$ cat src/rcl_pkg.sv
// Shared constants and types for the recent colour recency list.
package rcl_pkg;

	localparam int DEPTH = 8;
	localparam int COLOR_W = 32;
	localparam int KEY_W = 24;
	localparam int CNT_W = $clog2(DEPTH + 1);
	localparam int IDX_W = (DEPTH > 1) ? $clog2(DEPTH) : 1;
	localparam int POS_W = 3;
	localparam int FILL_W = 4;

	typedef struct packed {
		logic accept;
		logic full_miss;
		logic is_target;
	} cell_ctl_t;

endpackage

$ cat src/recent_color_lru_list.sv
// Top level of the recent colour recency list: cell chain, fill count and result register.
// One colour beat is taken per clock and its result appears in the output register on the
// next cycle; the block keeps taking beats while the result register is free or being
// emptied, so the sustained rate is one colour per cycle. That cycle is set by the key
// compare in every cell and the first-match ripple along the chain of DEPTH cells. The
// list holds colours oldest first; a match on the RGB part (alpha ignored) moves the entry
// to the newest end with the new alpha, and a miss on a full list drops and reports the
// oldest entry. No clearing pass is needed after reset.
module recent_color_lru_list (
	input  logic                           clk,
	input  logic                           arst_n,
	input  logic                           in_valid,
	output logic                           in_stall,
	input  logic [rcl_pkg::COLOR_W-1:0]    color,
	output logic                           out_valid,
	input  logic                           out_stall,
	output logic                           hit,
	output logic [rcl_pkg::POS_W-1:0]      hit_position,
	output logic                           evicted,
	output logic [rcl_pkg::COLOR_W-1:0]    evicted_color,
	output logic [rcl_pkg::FILL_W-1:0]     fill_count
);

	logic [rcl_pkg::CNT_W-1:0]   occ_q;
	logic [rcl_pkg::CNT_W-1:0]   occ_next;
	logic [rcl_pkg::CNT_W-1:0]   target;
	logic                        accept;
	logic                        full;
	logic                        any_hit;
	logic                        full_miss;
	logic [rcl_pkg::IDX_W-1:0]   pos;
	logic [rcl_pkg::DEPTH:0]     found;
	logic [rcl_pkg::DEPTH-1:0]   first;
	logic [rcl_pkg::DEPTH-1:0]   valid;
	logic [rcl_pkg::COLOR_W-1:0] entry [rcl_pkg::DEPTH+1];
	rcl_pkg::cell_ctl_t          ctl [rcl_pkg::DEPTH];

	logic                        out_valid_q;
	logic                        hit_q;
	logic [rcl_pkg::POS_W-1:0]   hit_position_q;
	logic                        evicted_q;
	logic [rcl_pkg::COLOR_W-1:0] evicted_color_q;
	logic [rcl_pkg::FILL_W-1:0]  fill_count_q;

	assign in_stall = out_valid_q & out_stall;
	assign accept = in_valid & ~in_stall;
	assign full = (occ_q == rcl_pkg::CNT_W'(rcl_pkg::DEPTH));
	assign found[0] = 1'b0;
	assign any_hit = found[rcl_pkg::DEPTH];
	assign full_miss = full & ~any_hit;
	assign target = (any_hit | full) ? occ_q - 1'b1 : occ_q;
	assign occ_next = (any_hit | full) ? occ_q : occ_q + 1'b1;
	assign entry[rcl_pkg::DEPTH] = color;

	for (genvar i = 0; i < rcl_pkg::DEPTH; i++) begin : g_cell
		assign valid[i] = (rcl_pkg::CNT_W'(i) < occ_q);
		assign ctl[i] = '{
			accept:    accept,
			full_miss: full_miss,
			is_target: (target == rcl_pkg::CNT_W'(i))
		};
		rcl_cell u_cell (
			.clk        (clk),
			.color      (color),
			.valid      (valid[i]),
			.ctl        (ctl[i]),
			.found_in   (found[i]),
			.next_entry (entry[i+1]),
			.found_out  (found[i+1]),
			.first      (first[i]),
			.entry      (entry[i])
		);
	end

	always_comb begin
		pos = '0;
		for (int i = 0; i < rcl_pkg::DEPTH; i++) begin
			if (first[i]) begin
				pos = pos | rcl_pkg::IDX_W'(i);
			end
		end
	end

	always_ff @(posedge clk or negedge arst_n) begin
		if (!arst_n) begin
			occ_q <= '0;
			out_valid_q <= 1'b0;
		end else begin
			if (accept) begin
				occ_q <= occ_next;
			end
			if (accept) begin
				out_valid_q <= 1'b1;
			end else if (!out_stall) begin
				out_valid_q <= 1'b0;
			end
		end
	end

	always_ff @(posedge clk) begin
		if (accept) begin
			hit_q <= any_hit;
			hit_position_q <= rcl_pkg::POS_W'(pos);
			evicted_q <= full_miss;
			evicted_color_q <= full_miss ? entry[0] : '0;
			fill_count_q <= rcl_pkg::FILL_W'(occ_next);
		end
	end

	assign out_valid = out_valid_q;
	assign hit = hit_q;
	assign hit_position = hit_position_q;
	assign evicted = evicted_q;
	assign evicted_color = evicted_color_q;
	assign fill_count = fill_count_q;

`ifndef SYNTH
	a_occ_bound: assert property (@(posedge clk) disable iff (!arst_n)
		occ_q <= rcl_pkg::CNT_W'(rcl_pkg::DEPTH))
		else $error("fill count beyond depth");

	a_single_first: assert property (@(posedge clk) disable iff (!arst_n)
		$onehot0(first) && (any_hit == (first != '0)))
		else $error("match chain disagrees with first match");

	a_hit_no_evict: assert property (@(posedge clk) disable iff (!arst_n)
		out_valid_q |-> !(hit_q && evicted_q))
		else $error("hit and eviction on one beat");

	a_occ_grow: assert property (@(posedge clk) disable iff (!arst_n)
		(accept && !any_hit && !full) |=> (occ_q == $past(occ_q) + 1'b1))
		else $error("fill count did not advance on a miss with room");
`endif

endmodule

$ cat src/rcl_cell.sv
// One list position: holds an entry, compares its key and shifts towards the oldest end.
module rcl_cell (
	input  logic                           clk,
	input  logic [rcl_pkg::COLOR_W-1:0]    color,
	input  logic                           valid,
	input  rcl_pkg::cell_ctl_t             ctl,
	input  logic                           found_in,
	input  logic [rcl_pkg::COLOR_W-1:0]    next_entry,
	output logic                           found_out,
	output logic                           first,
	output logic [rcl_pkg::COLOR_W-1:0]    entry
);

	logic [rcl_pkg::COLOR_W-1:0] entry_q;
	logic                        match;
	logic                        load;

	assign match = valid &&
		(entry_q[rcl_pkg::KEY_W-1:0] == color[rcl_pkg::KEY_W-1:0]);
	assign found_out = found_in | match;
	assign first = match & ~found_in;
	assign load = ctl.accept & (found_out | ctl.full_miss | ctl.is_target);
	assign entry = entry_q;

	always_ff @(posedge clk) begin
		if (load) begin
			entry_q <= ctl.is_target ? color : next_entry;
		end
	end

endmodule

$ cat config.mk
export PLATFORM = sky130hd
export DESIGN_NAME = recent_color_lru_list
export DESIGN_NICKNAME = d
export VERILOG_FILES = /design/src/rcl_pkg.sv /design/src/recent_color_lru_list.sv /design/src/rcl_cell.sv
export SDC_FILE = /design/constraint.sdc
export NUM_CORES = 1
export LEC_CHECK = 0
export BUFFER_PORTS_ARGS = -buffer_cell sky130_fd_sc_hd__buf_4
export CAP_MARGIN = 20
export CORE_MARGIN = 2
export CORE_UTILIZATION = 45
export CTS_CLUSTER_DIAMETER = 200
export DETAILED_ROUTE_END_ITERATION = 10
export GPL_ROUTABILITY_DRIVEN = 0
export REMOVE_ABC_BUFFERS = 1
export SYNTH_ARGS = -nofsm -noshare
export SYNTH_HDL_FRONTEND = slang
export SYNTH_HIERARCHICAL = 1
export SYNTH_SLANG_ARGS = --single-unit
$ cat constraint.sdc
create_clock -name clk -period 5.9 [get_ports clk]
set_input_delay 0.59 -clock clk [delete_from_list [all_inputs] [get_ports clk]]
set_output_delay 0.59 -clock clk [all_outputs]
set_load 0.03 [all_outputs]
* After elaboration in Yosys (flattened, before gate mapping)
Cells that the tools add are included.
Word-level totals: flip-flop bits (word level) 302, bits of input ports 36, output and inout port bits 43, logic and storage cells 122
Operators by class: add/subtract/negate cells 2, order comparisons 8, equal/unequal tests 17, multiplexer cells 16, bitwise operators 51, reduce and logical (&&, ||, !) cells 11
Operator list (number):
- 2-to-1 mux 32 bit | 7
- equality test 24 bit | 8
- bitwise OR 1 bit | 24
- AND 1 bit | 18
- equality test 4 x 3 -> 1 bit, second input constant | 4
- less-than comparator 3 x 4 -> 1 bit, first input constant | 4
- inverter 1 bit | 9
- equality test 4 x 2 -> 1 bit, second input constant | 2
- logical AND 1 bit | 8
- less-than comparator 1 x 4 -> 1 bit, first input constant | 2
- less-than comparator 2 x 4 -> 1 bit, first input constant | 2
- 2-to-1 mux 4 bit | 2
- 2-to-1 mux 3 bit | 2
- adder 4 x 1 -> 4 bit, second input constant | 1
- equality test 4 x 1 -> 1 bit, second input constant | 1
- equality test 4 bit, second input constant | 1
- zero test 4 bit | 1
- 2-to-1 mux 2 bit | 2
- OR reduction 4 bit | 1
- subtractor 4 x 1 -> 4 bit, second input constant | 1
- 2-to-1 mux 1 bit | 3
- inequality test 2 x 1 -> 1 bit, second input constant | 1
- OR reduction 2 bit | 1

* Logic depth before layout (Yosys ltp)
depth in word-level cells 14, depth in mapped cells 23, depth with buffers taken out 18

* By module
Netlist, hierarchy kept.
By module, submodules not included:
- rcl_cell | instances 8, cells each 106, area an instance 1642.8 um^2, sequential area each 960.9 um^2
- recent_color_lru_list | instances 1, cells each 157, area an instance 2153.3 um^2, sequential area each 1356.3 um^2

* Least setup slack after synthesis
No wires, ideal clock.
path type flip-flop to flip-flop, start register occ_q[0] (netlist name), end register g_cell[2].u_cell.entry_q (netlist bit g_cell[2].u_cell/entry[0]) (enable), setup time 0.425 ns, arrival 5.380 ns, required time 5.475 ns, setup slack 0.095 ns, cell stages (with the launch flop) 24, buffers on the path 5, period minus slack after synthesis 5.805 ns, cells stage by stage dfrtp_1 > buf_6 > inv_2 > ha_1 > buf_4 > nand2_1 > nand2_1 > or4_4 > o21bai_1 > o21bai_1 > o21bai_1 > o21bai_1 > o21bai_1 > o21bai_1 > o21bai_1 > o21bai_1 > buf_2 > inv_2 > a211o_1 > a22oi_1 > clkbuf_1 > buf_2 > o31ai_1 > o21ai_1
RTL lines:
- from (decl) | line recent_color_lru_list.sv:24 | logic [rcl_pkg::CNT_W-1:0] occ_q;
- from (signal assigned) | line recent_color_lru_list.sv:90 | occ_q <= occ_next;
- to (signal assigned) | line rcl_cell.sv:27 | entry_q <= ctl.is_target ? color : next_entry;
- to (decl) | line rcl_cell.sv:14 | logic [rcl_pkg::COLOR_W-1:0] entry_q;

==> results_dict.tcl <==
set metrics [dict create \
    antenna_left 0 \
    die_width_um 188.3 \
    p_leak_uw 0.005994 \
    coreArea_um2 33530 \
    place_area_um2 16740 \
    p_sw_uw 1977 \
    min_path_cells 2 \
    required_ps 6150 \
    rr_worst_depth 18 \
    io_pins 79 \
    p_sw_share_pct 28.47 \
    r2r_slack_ps 390 \
    stdcell_area_um2 17840 \
    p_clk_share_pct 29.5 \
    grtUsageTotal_pct 19.58 \
    routed_wl_mm 34.31 \
    crit_type "reg2reg" \
    ys_warn_count 6 \
    end_kind "flip-flop" \
    grt_pass1_vias 8716 \
    dpl.hpwl_mm 23.66 \
    timing.final.crit_share_pct 93.35 \
    avgSynthCellArea_um2 15.23 \
    cts.root.buffer_cell "clkbuf_16" \
    cts_tree "yes" \
    die_y_um 188.3 \
    combPwrFrac_pct 27.6 \
    cts.htree.levels 2 \
    diodes 0 \
    relSlewSlack_pct 44.61 \
    slowest_stage "dfrtp_1" \
    outcome "completed" \
    hold_violations 0 \
    num_vias 8538 \
    netlist_area_um2 15290 \
    worst_pin_slew_ps 823.2 \
    cts_made_buffers 35 \
    nNetsFinal 1159 \
    critPathArrivalTime_ps 5760 \
    drc 0 \
    rows 67 \
    path_clk_slew_ps 60 \
    grt_max_degree 33 \
    p_int_uw 4968 \
    finalClockSkew_ps 22.02 \
    rsz0062_at_grt "false" \
    setup_tns_ps 0 \
    area_delta_synth_final_pct 16.74 \
    finalPower_uw 6945 \
    setup_violations 0 \
    clk_latency_ps 510 \
    path_cells "inv_1 -> ha_1 -> nand2_1 -> nand2_1 -> or4_4 -> o21bai_1 -> o21bai_1 -> o21bai_1 -> o21bai_1 -> o21bai_1 -> o21bai_1 -> o21bai_1 -> o21bai_1 -> inv_2 -> a211o_1 -> a22oi_2 -> buf_4 -> mux2_2" \
    seqPwrFrac_pct 42.9 \
    max_freq_mhz 181.6 \
    drt_iter0_drc 589 \
    vias_per_cell 5.363 \
    drv_slew 0 \
    hold_class "in2reg" \
    power_density_nw_per_um2 389.2 \
    max-cap-violations 0 \
    overflow 0 \
    port_buffers 78 \
    max_stage_delay_ps 580 \
    timing.final.crit_period_ps 5508 \
    vdd_drop_max_uv 185.6 \
    synthCells 1004 \
    die_area_um2 35460 \
    cp_max_fo 21 \
    cts_buffer_depth 3 \
    cts.sink_count 302 \
    grt_pass1_wl_mm 52.30 \
    post-route-util_pct 53.22 \
    critPathMostFrequentCell "o21bai_1" \
    antenna_found_initial 0 \
    start_kind "flip-flop" \
    start_util_pct 45.59 \
    wire_per_inst_um 21.55 \
    drive_gt1_share_pct 40.65 \
    first_pass_iters 5 \
]
critical path: cells and delay by family (launching register included):
family | cells | cell delay [ps]
compound gates | 10 | 2500
flops | 1 | 580
mux | 1 | 380
simple gates | 3 | 650
buf+inv | 3 | 750
fa+ha+maj | 1 | 380
registers in the layout, indices dropped and copies added (netlist names):
name / flops
out_valid: 1
evicted: 1
evicted_color: 32
hit_position: 3
g_cell.u_cell/entry: 256
occ_q: 4
fill_count: 4
hit: 1
cell type report:
cell class,count,area (µm²)
fillers,2851,15690
flip-flops and latches,302,9045
multi-input cells,657,6161
repair buffers,118,988.4
clock buffers,43,905.9
well taps,448,560.5
clock inverters,19,165.2
inverters,5,18.77
per-stage QoR:
step | hold slack [ps] | setup WS (ps) | cells
4_1_cts | 280.9 | 337.4 | 1591
6_report | 307.9 | 392.5 | 1592
3_5_place_dp | 403.6 | 303.5 | 1528
5_1_grt | 299.0 | 38.43 | 1592
3_3_place_gp | 404.5 | 390.1 | 1528
2_1_floorplan | 294.4 | -1161 | 964
path summary, 6_finish.rpt:
path / endpoint / startpoint
worst max register to register: g_cell[6].u_cell/entry[14] / occ_q[1]
min in group asynchronous: occ_q[0] / arst_n
worst max-delay path: g_cell[6].u_cell/entry[14] / occ_q[1]
worst min-delay path: out_valid / in_valid
worst min register to register: evicted_color[29] / g_cell[0].u_cell/entry[29]
max in group asynchronous: occ_q[0] / arst_n
routing by layer:
metal | vias up | GRT usage [%] | share of wire (%)
li1 | 4041 | - | -
met1 | 4231 | 25.93 | 44
met2 | 216 | 33.37 | 49
met3 | 50 | 3.259 | 5.0
met4 | 0 | 5.439 | 2.2
met5 | - | 0 | 0
power by group through the flow:
stage	combinational [µW]	clock [µW]	sequential [µW]
after floorplan	1270	0	3050
after global placement	1890	0	3020
after detailed placement	1920	0	3020
after CTS	1930	2110	2980
after global routing	2060	2190	3010
final	1920	2050	2980
timing repair:
action	4_1_cts	5_1_grt
setup endpoints to repair	0	95
endpoints found under the hold margin	5	0
gates resized for setup	0	2
setup buffers	0	0
hold buffers	1	0
placed cells by master (no fill, tap or decap), types with 9 or more instances in the layout:
master     instances
a22oi_2            9
and2_1            33
buf_4            109
clkbuf_16         35
edfxtp_1         297
mux2_2           256
nand2_1           11
nand3_1           10
nand4_1           35
nor4_1            16
xnor2_1          109
xor2_1            88
Power figures use the tool's default switching activity.
